`config.mk`:
```
export PLATFORM = sky130hd
export DESIGN_NAME = line_editor_with_history
export DESIGN_NICKNAME = d
export VERILOG_FILES = /design/src/rtl/led_pkg.sv /design/src/rtl/led_cell.sv /design/src/rtl/led_hist.sv /design/src/rtl/line_editor_with_history.sv
export SDC_FILE = /design/constraint.sdc
export NUM_CORES = 2
export LEC_CHECK = 0
export BUFFER_PORTS_ARGS = -buffer_cell sky130_fd_sc_hd__buf_2
export CORE_MARGIN = 2
export CORE_UTILIZATION = 30
export DETAILED_ROUTE_END_ITERATION = 7
export GPL_ROUTABILITY_DRIVEN = 0
export SLEW_MARGIN = 15
export SYNTH_ARGS = -nofsm -noshare
export SYNTH_HDL_FRONTEND = slang
export SYNTH_HIERARCHICAL = 1
export SYNTH_SLANG_ARGS = --single-unit
```
`constraint.sdc`:
```
create_clock -name clk -period 5.4 [get_ports clk]
set_input_delay 0.81 -clock clk [delete_from_list [all_inputs] [get_ports clk]]
set_output_delay 0.81 -clock clk [all_outputs]
set_load 0.01 [all_outputs]
```
`src/rtl/led_pkg.sv`:
```
// Shared constants, types and cell controls for the line editor.
package led_pkg;

  localparam int LINE_CAP   = 16;
  localparam int HIST_DEPTH = 8;
  localparam int MAX_RES    = 64;

  localparam int CW  = 7;
  localparam int LW  = $clog2(LINE_CAP + 1);
  localparam int IW  = $clog2(LINE_CAP);
  localparam int HW  = $clog2(HIST_DEPTH);
  localparam int HCW = $clog2(HIST_DEPTH + 1);
  localparam int AW  = $clog2(HIST_DEPTH * LINE_CAP);
  localparam int RW  = $clog2(MAX_RES + 1);
  localparam int CFG_IW = 3;

  typedef logic [CW-1:0] char_t;

  localparam char_t BS_BYTE    = 7'h08;
  localparam char_t SPACE_BYTE = 7'h20;
  localparam char_t NL_BYTE    = 7'h0A;

  localparam logic [CFG_IW-1:0] CFG_ECHO   = 3'd0;
  localparam logic [CFG_IW-1:0] CFG_ERASE  = 3'd1;
  localparam logic [CFG_IW-1:0] CFG_DELETE = 3'd2;
  localparam logic [CFG_IW-1:0] CFG_EOT    = 3'd3;
  localparam logic [CFG_IW-1:0] CFG_UP     = 3'd4;
  localparam logic [CFG_IW-1:0] CFG_DOWN   = 3'd5;
  localparam logic [CFG_IW-1:0] CFG_LEFT   = 3'd6;
  localparam logic [CFG_IW-1:0] CFG_RIGHT  = 3'd7;

  typedef struct packed {
    logic ld;       // take the load value
    logic shl;      // take the right neighbor
    logic shr;      // take the left neighbor
    logic save;     // copy line char into draft
    logic restore;  // copy draft char into line
  } cell_op_t;

endpackage

```
`src/rtl/led_cell.sv`:
```
// One position of the line buffer with its draft copy.
module led_cell (
  input  logic             clk,
  input  led_pkg::cell_op_t op,
  input  led_pkg::char_t   ld_val,
  input  led_pkg::char_t   left_val,
  input  led_pkg::char_t   right_val,
  output led_pkg::char_t   line_q
);

  led_pkg::char_t line_r;
  led_pkg::char_t draft_r;

  always_ff @(posedge clk) begin
    if (op.ld) begin
      line_r <= ld_val;
    end else if (op.shl) begin
      line_r <= right_val;
    end else if (op.shr) begin
      line_r <= left_val;
    end else if (op.restore) begin
      line_r <= draft_r;
    end
    if (op.save) begin
      draft_r <= line_r;
    end
  end

  assign line_q = line_r;

endmodule

```
`src/rtl/led_hist.sv`:
```
// History ring storage: one write port, one registered read port.
module led_hist (
  input  logic                     clk,
  input  logic                     we,
  input  logic [led_pkg::AW-1:0]   waddr,
  input  led_pkg::char_t           wdata,
  input  logic [led_pkg::AW-1:0]   raddr,
  output led_pkg::char_t           rdata
);

  led_pkg::char_t mem [led_pkg::HIST_DEPTH * led_pkg::LINE_CAP];
  led_pkg::char_t rdata_r;

  always_ff @(posedge clk) begin
    if (we) begin
      mem[waddr] <= wdata;
    end
    rdata_r <= mem[raddr];
  end

  assign rdata = rdata_r;

endmodule

```
`src/rtl/line_editor_with_history.sv`:
```
// Top level: key sequencer, line cell row, history ring and result output.
//
// One key code is taken on the in_ channel (in_valid, in_stall). The block
// raises in_stall while it works on a key and drops it when every result of
// that key has been handed to the output register. Results leave on the out_
// channel at most one per cycle, held while out_stall is high: out_channel 0 is
// an echo byte for the display, 1 a line byte for the reader, and out_last
// marks the final result of a key. A key passes through accept, echo, edit,
// delivery check and final flush, and each emit loop spends one more pass on
// its exit; a history browse reads each character from the history memory
// port, and a saved line writes each character to that port, all of it
// stretched by any receiver stall.
// The line buffer is a row of cells that all shift left or right together
// on erase, delete and insert, and copy to or from the draft as a whole row.
// When the receiver stalls, the sequencer holds in place outside idle; a
// finished result waits in the output register. Reset empties the line, the
// draft and the history and restores the default key codes; configuration
// writes on the cfg_ port are taken at any edge with cfg_we high and rst_n
// high.
module line_editor_with_history (
  input  logic                          clk,
  input  logic                          rst_n,
  input  logic                          in_valid,
  output logic                          in_stall,
  input  logic [6:0]                    in_key_code,
  output logic                          out_valid,
  input  logic                          out_stall,
  output logic                          out_channel,
  output logic [6:0]                    out_data_byte,
  output logic                          out_last,
  input  logic                          cfg_we,
  input  logic [led_pkg::CFG_IW-1:0]    cfg_index,
  input  logic [6:0]                    cfg_wdata
);

  localparam int LC = led_pkg::LINE_CAP;
  localparam int HD = led_pkg::HIST_DEPTH;
  localparam int LW = led_pkg::LW;
  localparam int HW = led_pkg::HW;
  localparam int HCW = led_pkg::HCW;
  localparam int AW = led_pkg::AW;
  localparam int RW = led_pkg::RW;
  localparam logic [LW-1:0] LEN_MAX = LW'(LC - 1);
  localparam logic [LW-1:0] LEN_CAP = LW'(LC);
  localparam logic [HW-1:0] SLOT_TOP = HW'(HD - 1);
  localparam logic [HCW-1:0] HCNT_FULL = HCW'(HD);
  localparam logic [RW-1:0] RES_LIMIT = RW'(led_pkg::MAX_RES);

  typedef enum logic [13:0] {
    S_IDLE     = 14'b00000000000001,
    S_ECHO     = 14'b00000000000010,
    S_EDIT     = 14'b00000000000100,
    S_TAIL     = 14'b00000000001000,
    S_BACK     = 14'b00000000010000,
    S_INS_TAIL = 14'b00000000100000,
    S_SAVE     = 14'b00000001000000,
    S_RP_BS    = 14'b00000010000000,
    S_RP_SP    = 14'b00000100000000,
    S_RP_BS2   = 14'b00001000000000,
    S_RP_LOAD  = 14'b00010000000000,
    S_RP_ECHO  = 14'b00100000000000,
    S_DELIV    = 14'b01000000000000,
    S_FLUSH    = 14'b10000000000000
  } state_t;

  function automatic logic [AW-1:0] hist_addr(input logic [HW-1:0] slot,
                                              input logic [LW-1:0] pos);
    hist_addr = AW'(slot) * AW'(LC) + AW'(pos);
  endfunction

  function automatic logic [LW-1:0] clamp_len(input logic [LW-1:0] l);
    clamp_len = (l > LEN_MAX) ? LEN_MAX : l;
  endfunction

  // configuration
  logic           echo_en_r;
  led_pkg::char_t erase_r, delete_r, eot_r, up_r, down_r, left_r, right_r;

  // control state
  state_t           state_r, state_nxt;
  led_pkg::char_t   key_r, key_nxt;
  logic [LW-1:0]    cur_r, cur_nxt, len_r, len_nxt, dlen_r, dlen_nxt;
  logic             vv_r, vv_nxt;
  logic [HW-1:0]    vi_r, vi_nxt, head_r, head_nxt;
  logic [HCW-1:0]   hcnt_r, hcnt_nxt;
  logic [LW-1:0]    hlen_r [HD];
  logic [LW-1:0]    hlen_nxt [HD];
  logic [LW-1:0]    idx_r, idx_nxt, bcnt_r, bcnt_nxt, src_len_r, src_len_nxt;
  led_pkg::char_t   back_r, back_nxt;
  logic             src_hist_r, src_hist_nxt;
  logic [RW-1:0]    res_cnt_r, res_cnt_nxt;
  logic             pend_v_r, pend_v_nxt, pend_ch_r, pend_ch_nxt;
  led_pkg::char_t   pend_b_r, pend_b_nxt;
  logic             out_valid_r, out_valid_nxt;
  logic             out_ch_r, out_last_r;
  led_pkg::char_t   out_b_r;

  // per-cycle controls
  logic             go, can_adv, push, out_load, out_last_n;
  logic             em_v, em_ch;
  led_pkg::char_t   em_b;
  logic             cmd_ld, cmd_shl, cmd_shr, cmd_save, cmd_restore;
  logic [LW-1:0]    cmd_pos;
  led_pkg::char_t   cmd_val;
  logic             h_we;
  logic [AW-1:0]    h_waddr, h_raddr;
  led_pkg::char_t   h_wdata, h_rdata;
  led_pkg::char_t   line_q [LC];
  led_pkg::char_t   line_at;
  logic             is_nl;
  logic [LW-1:0]    cur_eff;
  logic [HW-1:0]    oldest, nidx, latest, vi_inc;

  assign can_adv = !out_valid_r || !out_stall;
  assign go      = can_adv || (state_r == S_IDLE);
  assign line_at = line_q[idx_r[led_pkg::IW-1:0]];
  assign latest  = (head_r == '0) ? SLOT_TOP : head_r - 1'b1;
  assign oldest  = (hcnt_r < HCNT_FULL) ? '0 : head_r;
  assign nidx    = !vv_r ? latest : ((vi_r == '0) ? SLOT_TOP : vi_r - 1'b1);
  assign vi_inc  = (vi_r == SLOT_TOP) ? '0 : vi_r + 1'b1;
  assign is_nl   = (key_r == led_pkg::NL_BYTE);
  assign cur_eff = (is_nl && cur_r < len_r) ? len_r : cur_r;

  always_comb begin
    state_nxt    = state_r;
    key_nxt      = key_r;
    cur_nxt      = cur_r;
    len_nxt      = len_r;
    dlen_nxt     = dlen_r;
    vv_nxt       = vv_r;
    vi_nxt       = vi_r;
    head_nxt     = head_r;
    hcnt_nxt     = hcnt_r;
    hlen_nxt     = hlen_r;
    idx_nxt      = idx_r;
    bcnt_nxt     = bcnt_r;
    src_len_nxt  = src_len_r;
    back_nxt     = back_r;
    src_hist_nxt = src_hist_r;
    res_cnt_nxt  = res_cnt_r;
    pend_v_nxt   = pend_v_r;
    pend_ch_nxt  = pend_ch_r;
    pend_b_nxt   = pend_b_r;
    em_v         = 1'b0;
    em_ch        = 1'b0;
    em_b         = '0;
    cmd_ld       = 1'b0;
    cmd_shl      = 1'b0;
    cmd_shr      = 1'b0;
    cmd_save     = 1'b0;
    cmd_restore  = 1'b0;
    cmd_pos      = cur_r;
    cmd_val      = key_r;
    h_we         = 1'b0;
    h_waddr      = hist_addr(head_r, idx_r);
    h_wdata      = line_at;
    h_raddr      = hist_addr(vi_r, idx_r);
    out_load     = 1'b0;
    out_last_n   = 1'b0;

    if (go) begin
      case (state_r)
        S_IDLE: begin
          if (in_valid) begin
            key_nxt     = in_key_code;
            res_cnt_nxt = '0;
            state_nxt   = S_ECHO;
          end
        end
        S_ECHO: begin
          em_v = echo_en_r && key_r != up_r && key_r != down_r &&
                 key_r != left_r && key_r != right_r;
          em_b = key_r;
          state_nxt = S_EDIT;
        end
        S_EDIT: begin
          state_nxt = S_DELIV;
          idx_nxt   = '0;
          if (key_r == erase_r) begin
            if (cur_r != '0) begin
              cmd_shl   = 1'b1;
              cmd_pos   = cur_r - 1'b1;
              cur_nxt   = cur_r - 1'b1;
              len_nxt   = len_r - 1'b1;
              em_v      = 1'b1;
              em_b      = led_pkg::BS_BYTE;
              idx_nxt   = cur_r - 1'b1;
              back_nxt  = led_pkg::BS_BYTE;
              state_nxt = S_TAIL;
            end
          end else if (key_r == delete_r) begin
            if (cur_r < len_r) begin
              cmd_shl   = 1'b1;
              len_nxt   = len_r - 1'b1;
              idx_nxt   = cur_r;
              back_nxt  = left_r;
              state_nxt = S_TAIL;
            end
          end else if (key_r == left_r) begin
            if (cur_r != '0) begin
              cur_nxt = cur_r - 1'b1;
              em_v    = 1'b1;
              em_b    = left_r;
            end
          end else if (key_r == right_r) begin
            if (cur_r < len_r) begin
              cur_nxt = cur_r + 1'b1;
              em_v    = 1'b1;
              em_b    = right_r;
            end
          end else if (key_r == up_r) begin
            if (hcnt_r != '0 && (!vv_r || vi_r != oldest)) begin
              if (!vv_r) begin
                cmd_save = 1'b1;
                dlen_nxt = len_r;
              end
              vi_nxt       = nidx;
              vv_nxt       = 1'b1;
              src_hist_nxt = 1'b1;
              src_len_nxt  = clamp_len(hlen_r[nidx]);
              state_nxt    = S_RP_BS;
            end
          end else if (key_r == down_r) begin
            if (vv_r) begin
              if (vi_r == latest) begin
                vv_nxt       = 1'b0;
                vi_nxt       = '0;
                src_hist_nxt = 1'b0;
                src_len_nxt  = clamp_len(dlen_r);
              end else begin
                vi_nxt       = vi_inc;
                src_hist_nxt = 1'b1;
                src_len_nxt  = clamp_len(hlen_r[vi_inc]);
              end
              state_nxt = S_RP_BS;
            end
          end else if (key_r == eot_r) begin
            state_nxt = S_DELIV;
          end else begin
            cur_nxt = cur_eff;
            if ((!is_nl && len_r >= LEN_MAX) || len_r >= LEN_CAP) begin
              state_nxt = S_DELIV;
            end else if (cur_eff < len_r) begin
              cmd_shr   = 1'b1;
              cur_nxt   = cur_r + 1'b1;
              len_nxt   = len_r + 1'b1;
              idx_nxt   = cur_r;
              back_nxt  = left_r;
              state_nxt = S_INS_TAIL;
            end else begin
              cmd_ld  = 1'b1;
              cmd_pos = cur_eff;
              cur_nxt = cur_eff + 1'b1;
              len_nxt = cur_eff + 1'b1;
              if (is_nl && cur_eff != '0) begin
                state_nxt = S_SAVE;
              end
            end
          end
        end
        S_TAIL: begin
          em_v = 1'b1;
          if (idx_r < len_r) begin
            em_b    = line_at;
            idx_nxt = idx_r + 1'b1;
          end else begin
            em_b      = led_pkg::SPACE_BYTE;
            bcnt_nxt  = len_r - cur_r + 1'b1;
            state_nxt = S_BACK;
          end
        end
        S_INS_TAIL: begin
          if (idx_r < len_r) begin
            em_v    = 1'b1;
            em_b    = line_at;
            idx_nxt = idx_r + 1'b1;
          end else if (len_r == cur_r) begin
            // no characters right of the cursor: nothing to walk back over
            idx_nxt   = '0;
            state_nxt = S_DELIV;
          end else begin
            bcnt_nxt  = len_r - cur_r;
            state_nxt = S_BACK;
          end
        end
        S_BACK: begin
          em_v     = 1'b1;
          em_b     = back_r;
          bcnt_nxt = bcnt_r - 1'b1;
          if (bcnt_r <= LW'(1)) begin
            idx_nxt   = '0;
            state_nxt = S_DELIV;
          end
        end
        S_SAVE: begin
          // copy the line without its newline into the head slot
          if (idx_r < len_r - 1'b1) begin
            h_we    = 1'b1;
            idx_nxt = idx_r + 1'b1;
          end else begin
            hlen_nxt[head_r] = len_r - 1'b1;
            head_nxt  = (head_r == SLOT_TOP) ? '0 : head_r + 1'b1;
            if (hcnt_r < HCNT_FULL) begin
              hcnt_nxt = hcnt_r + 1'b1;
            end
            idx_nxt   = '0;
            state_nxt = S_DELIV;
          end
        end
        S_RP_BS: begin
          if (cur_r != '0) begin
            em_v    = 1'b1;
            em_b    = led_pkg::BS_BYTE;
            cur_nxt = cur_r - 1'b1;
          end else begin
            idx_nxt   = '0;
            state_nxt = S_RP_SP;
          end
        end
        S_RP_SP: begin
          if (idx_r < len_r) begin
            em_v    = 1'b1;
            em_b    = led_pkg::SPACE_BYTE;
            idx_nxt = idx_r + 1'b1;
          end else begin
            idx_nxt   = '0;
            state_nxt = S_RP_BS2;
          end
        end
        S_RP_BS2: begin
          if (idx_r < len_r) begin
            em_v    = 1'b1;
            em_b    = led_pkg::BS_BYTE;
            idx_nxt = idx_r + 1'b1;
          end else begin
            idx_nxt   = '0;
            state_nxt = S_RP_LOAD;
          end
        end
        S_RP_LOAD: begin
          if (!src_hist_r) begin
            cmd_restore = 1'b1;
            len_nxt     = src_len_r;
            cur_nxt     = src_len_r;
            idx_nxt     = '0;
            state_nxt   = S_RP_ECHO;
          end else begin
            // read data is registered, so it arrives in the cycle after its address
            if (idx_r != '0) begin
              cmd_ld  = 1'b1;
              cmd_pos = idx_r - 1'b1;
              cmd_val = h_rdata;
            end
            if (idx_r == src_len_r) begin
              len_nxt   = src_len_r;
              cur_nxt   = src_len_r;
              idx_nxt   = '0;
              state_nxt = S_RP_ECHO;
            end else begin
              idx_nxt = idx_r + 1'b1;
            end
          end
        end
        S_RP_ECHO: begin
          if (idx_r < len_r) begin
            em_v    = 1'b1;
            em_b    = line_at;
            idx_nxt = idx_r + 1'b1;
          end else begin
            idx_nxt   = '0;
            state_nxt = S_DELIV;
          end
        end
        S_DELIV: begin
          if (is_nl || key_r == eot_r) begin
            if (idx_r < len_r) begin
              em_v    = 1'b1;
              em_ch   = 1'b1;
              em_b    = line_at;
              idx_nxt = idx_r + 1'b1;
            end else begin
              len_nxt   = '0;
              cur_nxt   = '0;
              vv_nxt    = 1'b0;
              vi_nxt    = '0;
              state_nxt = S_FLUSH;
            end
          end else begin
            state_nxt = S_FLUSH;
          end
        end
        S_FLUSH: begin
          if (pend_v_r) begin
            out_load   = 1'b1;
            out_last_n = 1'b1;
            pend_v_nxt = 1'b0;
          end
          state_nxt = S_IDLE;
        end
        default: begin
          state_nxt = S_IDLE;
        end
      endcase
    end

    // drop zero echo bytes and anything past the per-key result limit
    push = em_v && (em_ch || em_b != '0) && (res_cnt_r < RES_LIMIT);
    if (push) begin
      res_cnt_nxt = res_cnt_r + 1'b1;
      if (pend_v_r) begin
        out_load = 1'b1;
      end
      pend_v_nxt  = 1'b1;
      pend_ch_nxt = em_ch;
      pend_b_nxt  = em_b;
    end

    if (out_load) begin
      out_valid_nxt = 1'b1;
    end else if (out_valid_r && !out_stall) begin
      out_valid_nxt = 1'b0;
    end else begin
      out_valid_nxt = out_valid_r;
    end
  end

  // row of line cells
  for (genvar i = 0; i < LC; i++) begin : g_cell
    led_pkg::cell_op_t op;
    led_pkg::char_t    lv, rv;
    assign op.ld      = (cmd_ld || cmd_shr) && (cmd_pos == LW'(i));
    assign op.shl     = cmd_shl && (LW'(i) >= cmd_pos);
    assign op.shr     = cmd_shr && (LW'(i) > cmd_pos);
    assign op.save    = cmd_save;
    assign op.restore = cmd_restore;
    if (i == 0) begin : g_first
      assign lv = '0;
    end else begin : g_mid_l
      assign lv = line_q[i-1];
    end
    if (i == LC - 1) begin : g_last
      assign rv = '0;
    end else begin : g_mid_r
      assign rv = line_q[i+1];
    end
    led_cell u_cell (
      .clk       (clk),
      .op        (op),
      .ld_val    (cmd_val),
      .left_val  (lv),
      .right_val (rv),
      .line_q    (line_q[i])
    );
  end

  led_hist u_hist (
    .clk   (clk),
    .we    (h_we),
    .waddr (h_waddr),
    .wdata (h_wdata),
    .raddr (h_raddr),
    .rdata (h_rdata)
  );

  always_ff @(posedge clk) begin
    if (!rst_n) begin
      state_r     <= S_IDLE;
      cur_r       <= '0;
      len_r       <= '0;
      dlen_r      <= '0;
      vv_r        <= 1'b0;
      vi_r        <= '0;
      head_r      <= '0;
      hcnt_r      <= '0;
      hlen_r      <= '{default: '0};
      idx_r       <= '0;
      bcnt_r      <= '0;
      src_len_r   <= '0;
      src_hist_r  <= 1'b0;
      res_cnt_r   <= '0;
      pend_v_r    <= 1'b0;
      out_valid_r <= 1'b0;
      echo_en_r   <= 1'b1;
      erase_r     <= 7'd8;
      delete_r    <= 7'd127;
      eot_r       <= 7'd4;
      up_r        <= 7'd17;
      down_r      <= 7'd18;
      left_r      <= 7'd19;
      right_r     <= 7'd20;
    end else begin
      state_r     <= state_nxt;
      cur_r       <= cur_nxt;
      len_r       <= len_nxt;
      dlen_r      <= dlen_nxt;
      vv_r        <= vv_nxt;
      vi_r        <= vi_nxt;
      head_r      <= head_nxt;
      hcnt_r      <= hcnt_nxt;
      hlen_r      <= hlen_nxt;
      idx_r       <= idx_nxt;
      bcnt_r      <= bcnt_nxt;
      src_len_r   <= src_len_nxt;
      src_hist_r  <= src_hist_nxt;
      res_cnt_r   <= res_cnt_nxt;
      pend_v_r    <= pend_v_nxt;
      out_valid_r <= out_valid_nxt;
      if (cfg_we) begin
        case (cfg_index)
          led_pkg::CFG_ECHO:   echo_en_r <= cfg_wdata[0];
          led_pkg::CFG_ERASE:  erase_r   <= cfg_wdata;
          led_pkg::CFG_DELETE: delete_r  <= cfg_wdata;
          led_pkg::CFG_EOT:    eot_r     <= cfg_wdata;
          led_pkg::CFG_UP:     up_r      <= cfg_wdata;
          led_pkg::CFG_DOWN:   down_r    <= cfg_wdata;
          led_pkg::CFG_LEFT:   left_r    <= cfg_wdata;
          led_pkg::CFG_RIGHT:  right_r   <= cfg_wdata;
          default: ;
        endcase
      end
    end
  end

  always_ff @(posedge clk) begin
    key_r     <= key_nxt;
    back_r    <= back_nxt;
    pend_ch_r <= pend_ch_nxt;
    pend_b_r  <= pend_b_nxt;
    if (out_load) begin
      out_ch_r   <= pend_ch_r;
      out_b_r    <= pend_b_r;
      out_last_r <= out_last_n;
    end
  end

  assign in_stall      = (state_r != S_IDLE);
  assign out_valid     = out_valid_r;
  assign out_channel   = out_ch_r;
  assign out_data_byte = out_b_r;
  assign out_last      = out_last_r;

  ap_cursor_in_line: assert property (@(posedge clk) disable iff (!rst_n)
    cur_r <= len_r) else $error("cursor beyond line end");

  ap_len_cap: assert property (@(posedge clk) disable iff (!rst_n)
    len_r <= LEN_CAP) else $error("line length over capacity");

  ap_idle_flushed: assert property (@(posedge clk) disable iff (!rst_n)
    (state_r == S_IDLE) |-> !pend_v_r) else $error("result left pending at idle");

  ap_res_limit: assert property (@(posedge clk) disable iff (!rst_n)
    res_cnt_r <= RES_LIMIT) else $error("result count over limit");

  ap_hcnt_max: assert property (@(posedge clk) disable iff (!rst_n)
    hcnt_r <= HCNT_FULL) else $error("history count over depth");

endmodule
```
==> summary.txt <==
Power
  • Cell-internal power: 16300 uW
  • Clock share of power: 43.8%
  • Leakage power: 0.0207 uW
  • Sequential share of power: 53.2%
  • Worst VDD drop: 0.000247 V
  • Total power draw: 20800 uW
  • Comb pwr share: 3.0%
  • Sw frac: 21.8%
  • PwrDens: between 300 and 400 nW/um^2
  • Sw power: 4530 uW

STA
  • Final TNS setup: 0 ns
  • PnR worst setup slack: 0.293 ns
  • WHS: 0.241 ns
  • Final worst path period need: 5.11 ns
  • Setup Skew: 0.0408 ns
  • # setup viols final: 0
  • Fmax: between 150 and 200 MHz
  • Final Hold Fails: 0
  • Tcrit/Tclk final: 94.6%
  • Max Slew Vio Count: 0
  • Worst-Margin Slew: around 1.1 ns
  • Rel. slew slack: about 25%

Floorplanning
  • Starting Density: a little under a third
  • Area of the die: 199000 sq um
  • # IOs: 33
  • Die height: 446 um
  • Row count: roughly 160
  • Die W: about 450 um
  • Core area: around 200000 sq um

Cells and area
  • Register area: 37800 sq um
  • Layout Nets: 4022
  • Commonest non-fill, non-tap cell in the layout: edfxtp_1
  • Multi-input gate area: 19800 sq um
  • Layout cells sized above 1: 22.3%
  • Post-Layout Cell Count: 6682
  • Fillers: 18400
  • Commonest non-fill, non-tap cells in the layout: edfxtp_1, nor2_1, mux4_2, buf_4, nand2_1
  • Area Overhead vs Synth: 14.7%

Yosys
  • Synth Area in Compound Gates: 5.24%
  • Synth Flop Type: edfxtp_1
  • Adder-Cell Fraction of Synth Area: 1.01%
  • Cell accounting for the most synthesized area: edfxtp_1
  • Synth Area in Simple Gates: around a tenth
  • Cell variety after synth: a little over 90
  • Synth Area per Inst: 15.7 sq um
  • Synth top area share: 58.8%
  • FFs w/ async S/R, synth: 0%
  • Syn Std Cell Area: 58700 sq um
  • Sequential share of the synthesized area: 64.4%
  • Post-synthesis mux area share: 16.4%
  • Synthesized netlist cell count: 3752
  • Yosys reg bits: approximately 1300
  • Largest family of logic cells by synthesized area: multiplexers
  • Post-Synth XOR/XNOR Area: 1.31%
  • Top cells by area, synth: edfxtp_1, mux4_2, dfxtp_1
  • Ys Warns: 6
  • Number of synthesized flops with an enable pin: 1151

Global routing
  • Grt total ovfl: 0
  • Initial antenna violation count: 5
  • Number of global-route vias before repair: 34300
  • Largest net degree at the start of global routing: 150
  • First-pass GRT wire length: 227000 um
  • Total GRT Usage: ~15%

Clock tree
  • Total CTS buffers: 135
  • Clock Tree Root: clkbuf_16
  • Clock latency on the worst-skew pair: between 0.7 and 0.8 ns
  • Sink Count: 1313
  • CTS tree: yes
  • Clock Pin Slew Worst Setup and Hold Paths: 0.07 ns
  • # Post-CTS Setup Buffers: 0
  • Max Root-Sink Buffers: 3
  • Htree depth: 4

Route
  • Via/cell ratio: 5.20
  • Routed length per instance: roughly 23 um
  • Pre-Repair DR Iteration Count: 8
  • Final wirelength: 151000 um
  • Drt initial violations: slightly below 4000
  • Detail Route Antenna Nets: 0
  • Via Count: 34800
  • DRC Markers: 0

Min path
  • Hold WC Path Type: in -> reg

Placement
  • Pre-CTS WS: 0.317 ns
  • Detail Placement HPWL: roughly 99000 um
  • Port buffer count: 32
  • Dpl cells: 6440

Run
  • MaxCap Viol Count: 0

Setup path
  • Crit path to: g_cell[9].u_cell/line_q[3]
  • Worst setup SP type: register
  • Worst r2r dst: g_cell[9].u_cell/line_q[3]
  • CP Data Arrival Time: 5.59 ns
  • Critical Path RT: 5.89 ns
  • R2r setup slk: roughly 0.29 ns
  • Critical Path Sink Type: register
  • R2R cell count: 21
  • Max FO, Critical Path: 10
  • Critical path type: reg -> reg
  • Crit path from: cur_r[2]
  • Worst reg2reg startpoint: cur_r[2]

Run status
  • Status: finished clean
-- critical path: stages (launching register included) --
cell	delay, ns
dfxtp_1	0.34
inv_1	0.09
ha_1	0.38
o21a_1	0.15
o31ai_1	0.10
a211oi_2	0.28
mux2i_2	0.27
inv_1	0.10
ha_1	0.29
a21o_1	0.19
a21o_1	0.19
a21oi_1	0.22
a21oi_1	0.12
mux2i_1	0.27
a221oi_1	0.12
o21ai_1	0.25
buf_4	0.23
nor2_1	0.09
a21oi_1	0.24
nor2_1	0.10
buf_4	0.19
or4_4	0.58
-- registers in the layout, indices dropped and copies added (netlist names), 14 cells and up --
signal / flops
hlen_r: 40
g_cell.u_cell/draft_r: 112
g_cell.u_cell/line_q: 112
state_r: 14
u_hist/mem: 896
-- synthesized netlist by cell type (46+ instances only) --
master,number
edfxtp_1,1151
nor2_1,346
mux4_2,341
nand2_1,185
mux2i_1,165
dfxtp_1,162
a211oi_1,127
a21oi_1,120
nor3b_1,118
clkbuf_1,108
nor2b_1,106
inv_1,63
nand3_1,61
o21ai_0,48
ha_1,46
nor3_1,46
xor2_1,46
-- cell type report --
| cell class | count | area share (%) |
|---|---|---|
| antenna | 1 | 0.00372 |
| clock buffer | 172 | 5.34 |
| clock inverter | 69 | 1.06 |
| inverter | 66 | 0.377 |
| multi-input combinational | 2182 | 29.4 |
| sequential | 1313 | 56.1 |
| tap | 2624 | 4.87 |
| timing repair buffer | 255 | 2.83 |
-- power groups by stage --
| stage | sequential (uW) | combinational [uW] | clock (uW) |
|---|---|---|---|
| 2_1_floorplan | 11300 | 368 | 0 |
| 3_3_place_gp | 11300 | 619 | 0 |
| 3_5_place_dp | 11300 | 631 | 0 |
| 4_1_cts | 11100 | 631 | 9330 |
| 5_1_grt | 11100 | 682 | 9700 |
| 6_report | 11100 | 632 | 9120 |
-- kinds of logic after synthesis --
family	Yosys count
flops	1313
compound gates	456
xor+xnor	88
other cells	1
buf+inv	271
mux	528
simple gates	1048
fa+ha+maj	47
-- worst min-delay path by stage --
stage / cells past startpoint / start / end / slack, ns
6_report: 1 / in_key_code[5] / key_r[5] / 0.24
5_1_grt: 1 / in_key_code[5] / key_r[5] / 0.21
4_1_cts: 1 / in_key_code[5] / key_r[5] / 0.19
3_5_place_dp: 0 / pend_b_r[5] / out_data_byte[5] / 0.41
3_3_place_gp: 0 / pend_b_r[3] / out_data_byte[3] / 0.41
2_1_floorplan: 0 / pend_ch_r / out_channel / 0.40
-- per-layer routing --
layer  vias up  GRT usage [%]  wire length, um
li1      15200              -                -
met1     18000           21.1            65500
met5         -              0                0
met4         0           4.20             3560
met3       248           2.48            10500
met2      1316           24.1            71600
-- stage by stage --
step	instance area [sq um]	util (%)
final	67400	34.6
after CTS	67300	34.5
after detailed placement	63000	32.3
after global routing	67400	34.6
after global placement	63000	32.3
after floorplan	58800	-
-- timing repair --
item                                   4_1_cts  5_1_grt
resized for setup                            0       16
endpoints found under the hold margin        0        0
setup endpoints to repair                    0      104
hold buffers                                 0        0
No activity file was read; power rests on OpenSTA's default activity.
